### src/rtl/cddo_pkg.sv
// cddo_pkg: shared types, constants and calendar functions for the date offset unit
// used by cddo_step_unit, calendar_date_day_offset_unit and cddo_checker
// no dependencies
package cddo_pkg;

	// field widths
	localparam int unsigned DAY_W    = 5;
	localparam int unsigned MONTH_W  = 4;
	localparam int unsigned YEAR_W   = 14;
	localparam int unsigned OFFSET_W = 16;
	localparam int unsigned STATUS_W = 2;

	// internal working widths: walked year and day count may go negative
	localparam int unsigned WYEAR_W = YEAR_W + 2;
	localparam int unsigned WDAY_W  = OFFSET_W + 1;
	localparam int unsigned CENT_W  = 8;
	localparam int unsigned REM_W   = 7;

	// stream payload widths
	localparam int unsigned S_TDATA_W = 40;
	localparam int unsigned M_TDATA_W = 24;

	// configuration register indexes and reset values
	localparam logic CFG_MIN_YEAR = 1'b0;
	localparam logic CFG_MAX_YEAR = 1'b1;
	localparam logic [YEAR_W-1:0] MIN_YEAR_RST = 14'd1902;
	localparam logic [YEAR_W-1:0] MAX_YEAR_RST = 14'd2037;

	// calendar constants
	localparam logic [MONTH_W-1:0] MONTH_JAN = 4'd1;
	localparam logic [MONTH_W-1:0] MONTH_FEB = 4'd2;
	localparam logic [MONTH_W-1:0] MONTH_DEC = 4'd12;
	localparam logic [DAY_W-1:0]   LEAP_FEB_DAYS = 5'd29;
	localparam logic [REM_W-1:0]   REM_MAX = 7'd99;

	// year / 100 by reciprocal: (y * 5243) >> 19 is exact for every 14-bit year
	localparam int unsigned          RECIP_W     = 13;
	localparam logic [RECIP_W-1:0]   RECIP_100   = 13'd5243;
	localparam int unsigned          RECIP_SHIFT = 19;
	localparam int unsigned          PROD_W      = YEAR_W + RECIP_W;
	localparam logic [YEAR_W-1:0]    CENTURY     = 14'd100;

	localparam logic [DAY_W-1:0] MONTH_DAYS [12] = '{
		5'd31, 5'd28, 5'd31, 5'd30, 5'd31, 5'd30,
		5'd31, 5'd31, 5'd30, 5'd31, 5'd30, 5'd31
	};

	typedef enum logic [STATUS_W-1:0] {
		STATUS_OK            = 2'd0,
		STATUS_BAD_DATE      = 2'd1,
		STATUS_OUT_OF_LIMITS = 2'd2
	} status_t;

	// result of one month step
	typedef struct packed {
		logic                     done;
		logic [DAY_W-1:0]         dim;
		logic signed [WDAY_W-1:0] d;
		logic [MONTH_W-1:0]       m;
		logic signed [WYEAR_W-1:0] y;
		logic [REM_W-1:0]         r;
		logic [1:0]               c;
	} step_res_t;

	// leap year from y mod 4, y mod 100 and (y div 100) mod 4
	function automatic logic is_leap(input logic [1:0] ylo, input logic [REM_W-1:0] r,
			input logic [1:0] c);
		return (ylo == 2'd0) && ((r != '0) || (c == 2'd0));
	endfunction

	function automatic logic [DAY_W-1:0] month_len(input logic [MONTH_W-1:0] m,
			input logic leap);
		logic [DAY_W-1:0] len;
		priority if (m == MONTH_FEB && leap) begin
			len = LEAP_FEB_DAYS;
		end else if (m >= MONTH_JAN && m <= MONTH_DEC) begin
			len = MONTH_DAYS[m - MONTH_JAN];
		end else begin
			len = MONTH_DAYS[0];
		end
		return len;
	endfunction

endpackage

### src/rtl/calendar_date_day_offset_unit.sv
// calendar_date_day_offset_unit: gregorian date plus signed day offset, top level
// depends on cddo_pkg and cddo_step_unit
//
//  channel  | direction | payload
//  s_axis   | in        | tdata: day[4:0] month[8:5] year[22:9] offset_days[38:23]
//  m_axis   | out       | tdata: new_day[4:0] new_month[8:5] new_year[22:9]; tuser: status
//  cfg      | in        | cfg_index 0 min_year, 1 max_year; cfg_wdata 14 bits
//
// an item passes through accept, year split (divide, then remainder) and check, then, if
// the date is good, one walk step per month walked and a closing walk step, and waits in
// the output state until taken; the one month step unit is reused for every walk step.
// s_tready is high only while idle; one item is in flight at a time.
// the result is held in the output register until m_tready; reset clears the state and limit registers only.
module calendar_date_day_offset_unit (
	input  logic                                clk,
	input  logic                                arst_n,
	// day, month, year, offset_days from bit 0 up
	input  logic [cddo_pkg::S_TDATA_W-1:0]      s_tdata,
	input  logic                                s_tvalid,
	output logic                                s_tready,
	// new_day, new_month, new_year from bit 0 up
	output logic [cddo_pkg::M_TDATA_W-1:0]      m_tdata,
	// status
	output logic [cddo_pkg::STATUS_W-1:0]       m_tuser,
	output logic                                m_tvalid,
	input  logic                                m_tready,
	input  logic                                cfg_we,
	input  logic                                cfg_index,
	input  logic [cddo_pkg::YEAR_W-1:0]         cfg_wdata
);
	import cddo_pkg::*;

	typedef enum logic [5:0] {
		ST_IDLE  = 6'b000001,
		ST_DIV   = 6'b000010,
		ST_REM   = 6'b000100,
		ST_CHECK = 6'b001000,
		ST_WALK  = 6'b010000,
		ST_OUT   = 6'b100000
	} state_t;

	state_t                    state_q;
	logic [YEAR_W-1:0]         min_year_q, max_year_q;
	logic [DAY_W-1:0]          day_q;
	logic signed [OFFSET_W-1:0] off_q;
	logic [MONTH_W-1:0]        m_q;
	logic signed [WYEAR_W-1:0] y_q;
	logic [CENT_W-1:0]         cent_q;
	logic [REM_W-1:0]          r_q;
	logic [1:0]                c_q;
	logic signed [WDAY_W-1:0]  d_q;
	logic [DAY_W-1:0]          out_day_q;
	logic [MONTH_W-1:0]        out_month_q;
	logic [YEAR_W-1:0]         out_year_q;
	status_t                   out_status_q;

	logic [PROD_W-1:0]         prod;
	logic [YEAR_W-1:0]         cent_x100;
	step_res_t                 st;
	logic                      in_bad, out_bad;
	logic signed [WYEAR_W-1:0] lo_s, hi_s;

	// configuration registers
	always_ff @(posedge clk or negedge arst_n) begin
		if (!arst_n) begin
			min_year_q <= MIN_YEAR_RST;
			max_year_q <= MAX_YEAR_RST;
		end else if (cfg_we) begin
			unique case (cfg_index)
				CFG_MIN_YEAR: min_year_q <= cfg_wdata;
				CFG_MAX_YEAR: max_year_q <= cfg_wdata;
				default: ;
			endcase
		end
	end

	// year split into century and remainder
	assign prod      = {{RECIP_W{1'b0}}, y_q[YEAR_W-1:0]} * {{YEAR_W{1'b0}}, RECIP_100};
	assign cent_x100 = YEAR_W'({{(YEAR_W-CENT_W){1'b0}}, cent_q} * CENTURY);

	// shared month step unit
	cddo_step_unit u_step (
		.d   (d_q),
		.m   (m_q),
		.y   (y_q),
		.r   (r_q),
		.c   (c_q),
		.res (st)
	);

	// limit checks
	assign lo_s   = $signed({{(WYEAR_W-YEAR_W){1'b0}}, min_year_q});
	assign hi_s   = $signed({{(WYEAR_W-YEAR_W){1'b0}}, max_year_q});
	assign in_bad = (y_q < lo_s) || (y_q > hi_s) || (m_q < MONTH_JAN) || (m_q > MONTH_DEC)
		|| (day_q == '0) || (day_q > st.dim);
	assign out_bad = (y_q < lo_s) || (y_q > hi_s);

	// sequencer
	always_ff @(posedge clk or negedge arst_n) begin
		if (!arst_n) begin
			state_q <= ST_IDLE;
		end else begin
			unique case (state_q)
				ST_IDLE:  if (s_tvalid) state_q <= ST_DIV;
				ST_DIV:   state_q <= ST_REM;
				ST_REM:   state_q <= ST_CHECK;
				ST_CHECK: state_q <= in_bad ? ST_OUT : ST_WALK;
				ST_WALK:  if (st.done) state_q <= ST_OUT;
				ST_OUT:   if (m_tready) state_q <= ST_IDLE;
				default:  state_q <= ST_IDLE;
			endcase
		end
	end

	// working registers
	always_ff @(posedge clk) begin
		unique case (state_q)
			ST_IDLE: begin
				day_q <= s_tdata[4:0];
				m_q   <= s_tdata[8:5];
				y_q   <= $signed({{(WYEAR_W-YEAR_W){1'b0}}, s_tdata[22:9]});
				off_q <= s_tdata[38:23];
			end
			ST_DIV: begin
				cent_q <= prod[RECIP_SHIFT +: CENT_W];
			end
			ST_REM: begin
				r_q <= REM_W'(y_q[YEAR_W-1:0] - cent_x100);
				c_q <= cent_q[1:0];
			end
			ST_CHECK: begin
				d_q <= $signed({{(WDAY_W-DAY_W){1'b0}}, day_q})
					+ $signed({off_q[OFFSET_W-1], off_q});
				if (in_bad) begin
					out_day_q    <= '0;
					out_month_q  <= '0;
					out_year_q   <= '0;
					out_status_q <= STATUS_BAD_DATE;
				end
			end
			ST_WALK: begin
				d_q <= st.d;
				m_q <= st.m;
				y_q <= st.y;
				r_q <= st.r;
				c_q <= st.c;
				if (st.done) begin
					if (out_bad) begin
						out_day_q    <= '0;
						out_month_q  <= '0;
						out_year_q   <= '0;
						out_status_q <= STATUS_OUT_OF_LIMITS;
					end else begin
						out_day_q    <= d_q[DAY_W-1:0];
						out_month_q  <= m_q;
						out_year_q   <= y_q[YEAR_W-1:0];
						out_status_q <= STATUS_OK;
					end
				end
			end
			ST_OUT: ;
			default: ;
		endcase
	end

	// stream ports
	assign s_tready = (state_q == ST_IDLE);
	assign m_tvalid = (state_q == ST_OUT);
	assign m_tdata  = {1'b0, out_year_q, out_month_q, out_day_q};
	assign m_tuser  = out_status_q;

endmodule

### src/rtl/cddo_step_unit.sv
// cddo_step_unit: one month step of the day walk, forward carry or backward borrow
// depends on cddo_pkg
module cddo_step_unit (
	input  logic signed [cddo_pkg::WDAY_W-1:0]  d,
	input  logic [cddo_pkg::MONTH_W-1:0]        m,
	input  logic signed [cddo_pkg::WYEAR_W-1:0] y,
	input  logic [cddo_pkg::REM_W-1:0]          r,
	input  logic [1:0]                          c,
	output cddo_pkg::step_res_t                 res
);
	import cddo_pkg::*;

	logic                     leap_cur, leap_prev, wrap_b, fwd, bwd;
	logic [DAY_W-1:0]         dim_cur, dim_prev;
	logic [MONTH_W-1:0]       pm;
	logic [REM_W-1:0]         pr;
	logic [1:0]               pc;
	logic signed [WDAY_W-1:0] addend;
	logic signed [WYEAR_W-1:0] y_adj;

	// length of the current month
	assign leap_cur = is_leap(y[1:0], r, c);
	assign dim_cur  = month_len(m, leap_cur);

	// previous month, with year borrow in january
	assign wrap_b    = (m == MONTH_JAN);
	assign pm        = wrap_b ? MONTH_DEC : (m - 4'd1);
	assign pr        = (r == '0) ? REM_MAX : (r - 7'd1);
	assign pc        = (r == '0) ? (c - 2'd1) : c;
	assign leap_prev = wrap_b ? is_leap(y[1:0] - 2'd1, pr, pc) : leap_cur;
	assign dim_prev  = month_len(pm, leap_prev);

	// direction
	assign fwd = d > $signed({{(WDAY_W-DAY_W){1'b0}}, dim_cur});
	assign bwd = d < $signed(WDAY_W'(1));

	// one shared day adder and one shared year adder
	assign addend = fwd ? -$signed({{(WDAY_W-DAY_W){1'b0}}, dim_cur})
		: $signed({{(WDAY_W-DAY_W){1'b0}}, dim_prev});
	assign y_adj  = y + (fwd ? $signed(WYEAR_W'(1)) : -$signed(WYEAR_W'(1)));

	always_comb begin
		res.done = !fwd && !bwd;
		res.dim  = dim_cur;
		res.d    = d;
		res.m    = m;
		res.y    = y;
		res.r    = r;
		res.c    = c;
		priority if (fwd) begin
			res.d = d + addend;
			if (m == MONTH_DEC) begin
				res.m = MONTH_JAN;
				res.y = y_adj;
				res.r = (r == REM_MAX) ? '0 : (r + 7'd1);
				res.c = (r == REM_MAX) ? (c + 2'd1) : c;
			end else begin
				res.m = m + 4'd1;
			end
		end else if (bwd) begin
			res.d = d + addend;
			res.m = pm;
			if (wrap_b) begin
				res.y = y_adj;
				res.r = pr;
				res.c = pc;
			end
		end
	end

endmodule

### config.mk
export PLATFORM = sky130hd
export DESIGN_NAME = calendar_date_day_offset_unit
export DESIGN_NICKNAME = d
export VERILOG_FILES = /design/src/rtl/cddo_pkg.sv /design/src/rtl/calendar_date_day_offset_unit.sv /design/src/rtl/cddo_step_unit.sv
export SDC_FILE = /design/constraint.sdc
export NUM_CORES = 1
export LEC_CHECK = 0
export BUFFER_PORTS_ARGS = -buffer_cell sky130_fd_sc_hd__clkbuf_2
export CAP_MARGIN = 30
export CORE_MARGIN = 5
export CORE_UTILIZATION = 35
export CTS_CLUSTER_DIAMETER = 40
export DETAILED_ROUTE_END_ITERATION = 10
export GPL_ROUTABILITY_DRIVEN = 0
export PLACE_DENSITY_LB_ADDON = 0.12
export SETUP_SLACK_MARGIN = 0.02
export SYNTH_ARGS = -nofsm -noshare
export SYNTH_HDL_FRONTEND = slang
export SYNTH_SLANG_ARGS = --single-unit
### constraint.sdc
create_clock -name clk -period 7.2 [get_ports clk]
set_clock_uncertainty 0.1 [all_clocks]
set_input_delay 0.36 -clock clk [delete_from_list [all_inputs] [get_ports clk]]
set_output_delay 0.36 -clock clk [all_outputs]
set_load 0.005 [all_outputs]
* Yosys cells after proc, flatten, opt, wreduce, memory -nomap -nowiden
Memories as Yosys holds them, arrays and structs flattened. Cells that the tools add are included.
Storage, ports and cells: register bits after elaboration 134, latch bits 0, memory bits (writable) 0, ROM bits 160, output and inout port bits 28, memories 2
Memory list:
- (name not given) | depth 16, bits a word 5, read ports 1, clocked after Yosys merged registers in 0, wr ports 0, line cddo_pkg.sv:77 | len = MONTH_DAYS[m - MONTH_JAN];
- (name not given) | depth 16, bits a word 5, read ports 1, clocked after Yosys merged registers in 0, wr ports 0, line cddo_pkg.sv:77
Operators by class: $add $sub $neg 13, multipliers 2, div/mod/pow operators 0, $lt $le $gt $ge 13, equality and inequality tests 19, shift-type cells 0, multiplexer cells 47, bitwise logic cells 3, reductions and logical operators 36
Operators by type and width (count):
- 2-to-1 mux 46 bit | 2
- 2-to-1 mux 5 bit | 11
- 2-to-1 mux 25 bit | 2
- 2-to-1 mux 14 bit | 3
- case mux 6 bit (6 select lines) | 1
- case mux 17 bit (2 select lines) | 1
- case mux 16 bit (2 select lines) | 1
- case mux 14 bit (2 select lines) | 1
- multiplier 14 x 13 -> 27 bit, second input constant | 1
- 2-to-1 mux 6 bit | 4
- 2-to-1 mux 4 bit | 5
- adder 17 bit | 1
- adder 6 x 16 -> 17 bit | 1
- > comparator 17 x 6 -> 1 bit | 1
- less-than comparator 17 x 2 -> 1 bit, second input constant | 1
- 2-to-1 mux 17 bit | 1
- negation 5 -> 17 bit | 1
- adder 16 bit | 1
- > comparator 16 x 15 -> 1 bit | 1
- less-than comparator 16 x 15 -> 1 bit | 1
- 2-to-1 mux 16 bit | 1
- case mux 4 bit (2 select lines) | 2
- 2-to-1 mux 7 bit | 2
- case mux 7 bit (2 select lines) | 1
- 46 further kinds | 86

* Logic depth before layout (Yosys ltp)
depth after elaboration 14, mapped depth 28

* Hierarchy
A second synthesis with hierarchy kept.
Second synthesis, totals: cells, all modules 1288, area, all modules 12152.9 sq um
Modules (own cells, without submodules):
- calendar_date_day_offset_unit | times used 1, cells each 868, area each 9502.9 sq um, sequential area each 3786.1 sq um
- cddo_step_unit | times used 1, cells each 420, area each 2650.0 sq um, sequential area each 0.0 sq um

* Worst setup path before layout
Ideal clock, no wire load.
kind flip-flop to flip-flop, from register m_q[0], to register d_q[15] (data pin), setup time 0.255 ns, arrival 5.748 ns, path slack 1.097 ns, stages on the path, launching flop included 27, buffers on the path 4, clock period less this slack 6.103 ns, path through edfxtp_1 clkbuf_1 inv_1 ha_1 clkbuf_1 xnor2_1 o21ai_0 a221o_1 a21oi_1 inv_1 ha_1 nand2_1 o211a_1 o21bai_2 inv_2 clkbuf_1 clkbuf_1 nor2_1 a22o_1 ha_1 a21oi_1 o21ai_2 o22ai_4 o21ai_2 o311a_1 or3_1 a31o_1
On the way: cells in the longest elaborated chain, start to end 14, elaborated cells between the ends (all ways) 34
Ends and longest elaborated chain:
- from (decl) | line calendar_date_day_offset_unit.sv:46 | logic [MONTH_W-1:0] m_q;
- from (signal assigned) | line calendar_date_day_offset_unit.sv:120 | m_q <= s_tdata[8:5];
- from (signal assigned) | line calendar_date_day_offset_unit.sv:143 | m_q <= st.m;
- parallel branches: the longest is 12 deep, another holds > comparator 17 x 6 -> 1 bit
- 2-to-1 mux 46 bit (*) | line cddo_step_unit.sv:50 | priority if (fwd) begin
- case mux 17 bit (2 select lines) (*) | line calendar_date_day_offset_unit.sv:117 | unique case (state_q)
- to (signal assigned) | line calendar_date_day_offset_unit.sv:132 | d_q <= $signed({{(WDAY_W-DAY_W){1'b0}}, day_q})
- to (signal assigned) | line calendar_date_day_offset_unit.sv:142 | d_q <= st.d;
- to (decl) | line calendar_date_day_offset_unit.sv:51 | logic signed [WDAY_W-1:0] d_q;
Every way passes the cells marked *. The select of a mux whose other input is x is not followed. A chain may end at the register's enable or synchronous reset.

* Worst setup path after layout
from register y_q[8], to register cent_q[4] (data pin)
On the way: cells in the longest elaborated chain, start to end 1
Ends and longest elaborated chain:
- from (decl) | line calendar_date_day_offset_unit.sv:47 | logic signed [WYEAR_W-1:0] y_q;
- from (signal assigned) | line calendar_date_day_offset_unit.sv:121 | y_q <= $signed({{(WYEAR_W-YEAR_W){1'b0}}, s_tdata[22:9]});
- from (signal assigned) | line calendar_date_day_offset_unit.sv:144 | y_q <= st.y;
- multiplier 14 x 13 -> 27 bit | line calendar_date_day_offset_unit.sv:78 | assign prod = {{RECIP_W{1'b0}}, y_q[YEAR_W-1:0]} * {{YEAR_W{1'b0}}, RECIP_100};
- via prod[23] | line calendar_date_day_offset_unit.sv:57 | logic [PROD_W-1:0] prod;
- to (signal assigned) | line calendar_date_day_offset_unit.sv:125 | cent_q <= prod[RECIP_SHIFT +: CENT_W];
- to (decl) | line calendar_date_day_offset_unit.sv:48 | logic [CENT_W-1:0] cent_q;
The timed path passes the listed nets, and every way through them passes these cells.

==> impl_metrics.tcl <==
set metrics [dict create \
    syn_to_final_growth_pct 15.51 \
    antenna_found_initial 0 \
    finalSetupViolations 0 \
    num_rows 66 \
    vias 8520 \
    ys_ff_latch 131 \
    coreArea_um2 32620 \
    num_antenna_cells 0 \
    synth_warnings 0 \
    wire_per_inst_um 16.69 \
    arrival_ps 5940 \
    synthDistinctLibCells 71 \
    grt_max_degree 87 \
    cts_root_buffer "clkbuf_16" \
    dp_hpwl_um 21460 \
    fillers 3213 \
    r2r_setup_slack_ps 1340 \
    tightest_slew_ps 1048 \
    die_width_um 192.2 \
    yosysTopAreaCell "edfxtp_1" \
    fin_hold_ws_ps 15.98 \
    topRoutingLayerUsed "met4" \
    finalSetupTns_ps 0 \
    period_minus_slack_ps 5860 \
    hold_viol_final 0 \
    rr_worst_depth 17 \
    required_ps 7280 \
    clkLatencyLatePin_ps 440 \
    cts_setup_buffers 0 \
    wl_met1_um 14020 \
    drv_cap 0 \
    min_path_type "primary input to register" \
    postSynthCellCount 1159 \
    crit_end "cent_q[4]" \
    grt_util_all_layers_pct 16.19 \
    cts_made_buffers 17 \
    die_area_um2 36930 \
    place_area_um2 12590 \
    status "completed" \
    syn_nets 1453 \
    clk_pin_slew_worst_paths_ps 60 \
    fmax_ghz 0.1707 \
    rr_startpoint "y_q[8]" \
    crit_type "register to register" \
    cts_tree "built" \
    worstSetupEndpointType "register" \
    synth-edff-count 97 \
    ys_async_sr_fraction_pct 25.95 \
    drive_above_1_share_pct 14.21 \
    grt_first_pass_wirelength_um 46420 \
    dr_wl_met3_um 711 \
    finalCritPeriodShare_pct 81.39 \
    die_h_um 192.2 \
    post-route-cell-area_um2 13420 \
    vias_per_cell 4.945 \
    clkSinkCount 131 \
    synth.top_cell.area_share_pct 25.08 \
    clk_path_buf_depth 2 \
    ant_nets 0 \
    finalWorstSetupSlack_ps 1340 \
    cts_htree_levels 4 \
    portBuffers 85 \
    avgSynthCellArea_um2 10.02 \
    start_util_pct 35.60 \
    seq_area_frac_synth_pct 32.60 \
    cp_max_fo 9 \
    drcViolationCount 0 \
    slew_viol_final 0 \
    routed-wl-met2_um 13680 \
    overflow 0 \
    start_kind "register" \
    dpl_worst_slack_ps 1386 \
    cp-startpoint "y_q[8]" \
    synth.area.top_cells "edfxtp_1, ha_1, fa_1" \
    io_pins 88 \
    fin_nets 1562 \
    synth.most_common_cell "ha_1" \
    rsz0062_at_grt "no" \
    first_pass_iters 5 \
    grt_pass1_vias 8788 \
    relSlewSlack_pct 28.33 \
    netlist_area_um2 11610 \
    drt_iter0_markers 308 \
    synth_flop_cell "edfxtp_1" \
    wirelength_um 28760 \
    timing.rr.end "cent_q[4]" \
    synthTopCellsByCount "ha_1, inv_1, edfxtp_1" \
]
[worst min path at each step]
stage,startpoint,end,depth (start not counted)
detailed placement,max_year_q[12],max_year_q[12],1
CTS,s_tdata[26],off_q[3],1
global route,s_tdata[26],off_q[3],1
floorplan,arst_n,max_year_q[11],0
global placement,min_year_q[0],min_year_q[0],1
finish,s_tdata[26],off_q[3],1
[metrics by stage]
step	instances	utilization (%)
5_1_grt	1723	41.13
2_1_floorplan	1159	-
3_5_place_dp	1669	38.59
4_1_cts	1722	41.04
6_report	1723	41.13
3_3_place_gp	1668	38.55
[layout make-up]
type	count	area (µm²)	share of cell area, %
multi-input combinational	830	7084	52.81
sequential	131	3786	28.22
inverter	167	626.9	4.673
clock inverter	14	160.2	1.194
tap	442	553.0	4.122
clock buffer	18	429.2	3.199
timing repair buffer	121	775.7	5.782
[worst max-delay path, cell delays in order (launching register included)]
cell and delay, ps:
edfxtp_1 660, ha_1 430, inv_1 60, fa_1 510, inv_1 60, fa_1 500
inv_1 50, fa_1 460, fa_1 550, inv_1 40, ha_1 230, a211oi_1 220
nor2_1 90, a2111oi_0 830, a21oi_1 170, a211o_1 330, a21oi_1 190, xnor2_1 120
[registers in the layout, indices dropped and copies added, names as in the netlist, 6 cells and up]
register / count
min_year_q: 14
state_q: 6
d_q: 17
r_q: 7
y_q: 16
max_year_q: 14
off_q: 16
out_year_q: 14
[per-layer routing]
| layer | up-vias | GRT usage [%] |
|---|---|---|
| li1 | 4286 | - |
| met1 | 4107 | 21.96 |
| met2 | 104 | 26.97 |
| met3 | 23 | 2.963 |
| met4 | 0 | 3.730 |
| met5 | - | 0 |
[logic make-up (layout without fill, tap and decap cells)]
group / count (synthesis) / in the layout / share of synthesized area [%]
and+or+nand+nor: 274 / 274 / 11.87
AOI/OAI and AO/OA: 238 / 238 / 12.79
adders and majority gates: 234 / 234 / 29.48
buffers and inverters: 198 / 320 / 6.561
DFF: 131 / 131 / 32.60
xor gates and xnor gates: 63 / 63 / 4.751
muxes: 20 / 20 / 1.918
other: 1 / 1 / 0.03229
[timing repair]
item | CTS | global route
resized for setup | 0 | 0
endpoints found under the hold margin | 36 | 0
hold buffers | 21 | 0
[cells in the final DEF (no fill, tap or decap), drive strengths merged, types with 13 or more instances in the layout]
master / Yosys / layout
xnor2: 40 / 40
clkbuf: 25 / 103
fa: 66 / 66
nor2: 45 / 45
edfxtp: 97 / 97
mux2: 18 / 18
dlygate4sd3: 0 / 21
a21oi: 65 / 65
nand2: 94 / 94
o21ai: 85 / 85
nand4: 18 / 18
inv: 167 / 169
dfstp: 18 / 18
nand3: 19 / 19
xor2: 23 / 23
dfrtp: 16 / 16
nor3: 13 / 13
ha: 168 / 168
nor4: 24 / 24
buf: 6 / 15
a21o: 18 / 18
Power is left out: the tool's default activity adds up to more than one toggle a clock period on the data nets, which glitch-free logic cannot reach.
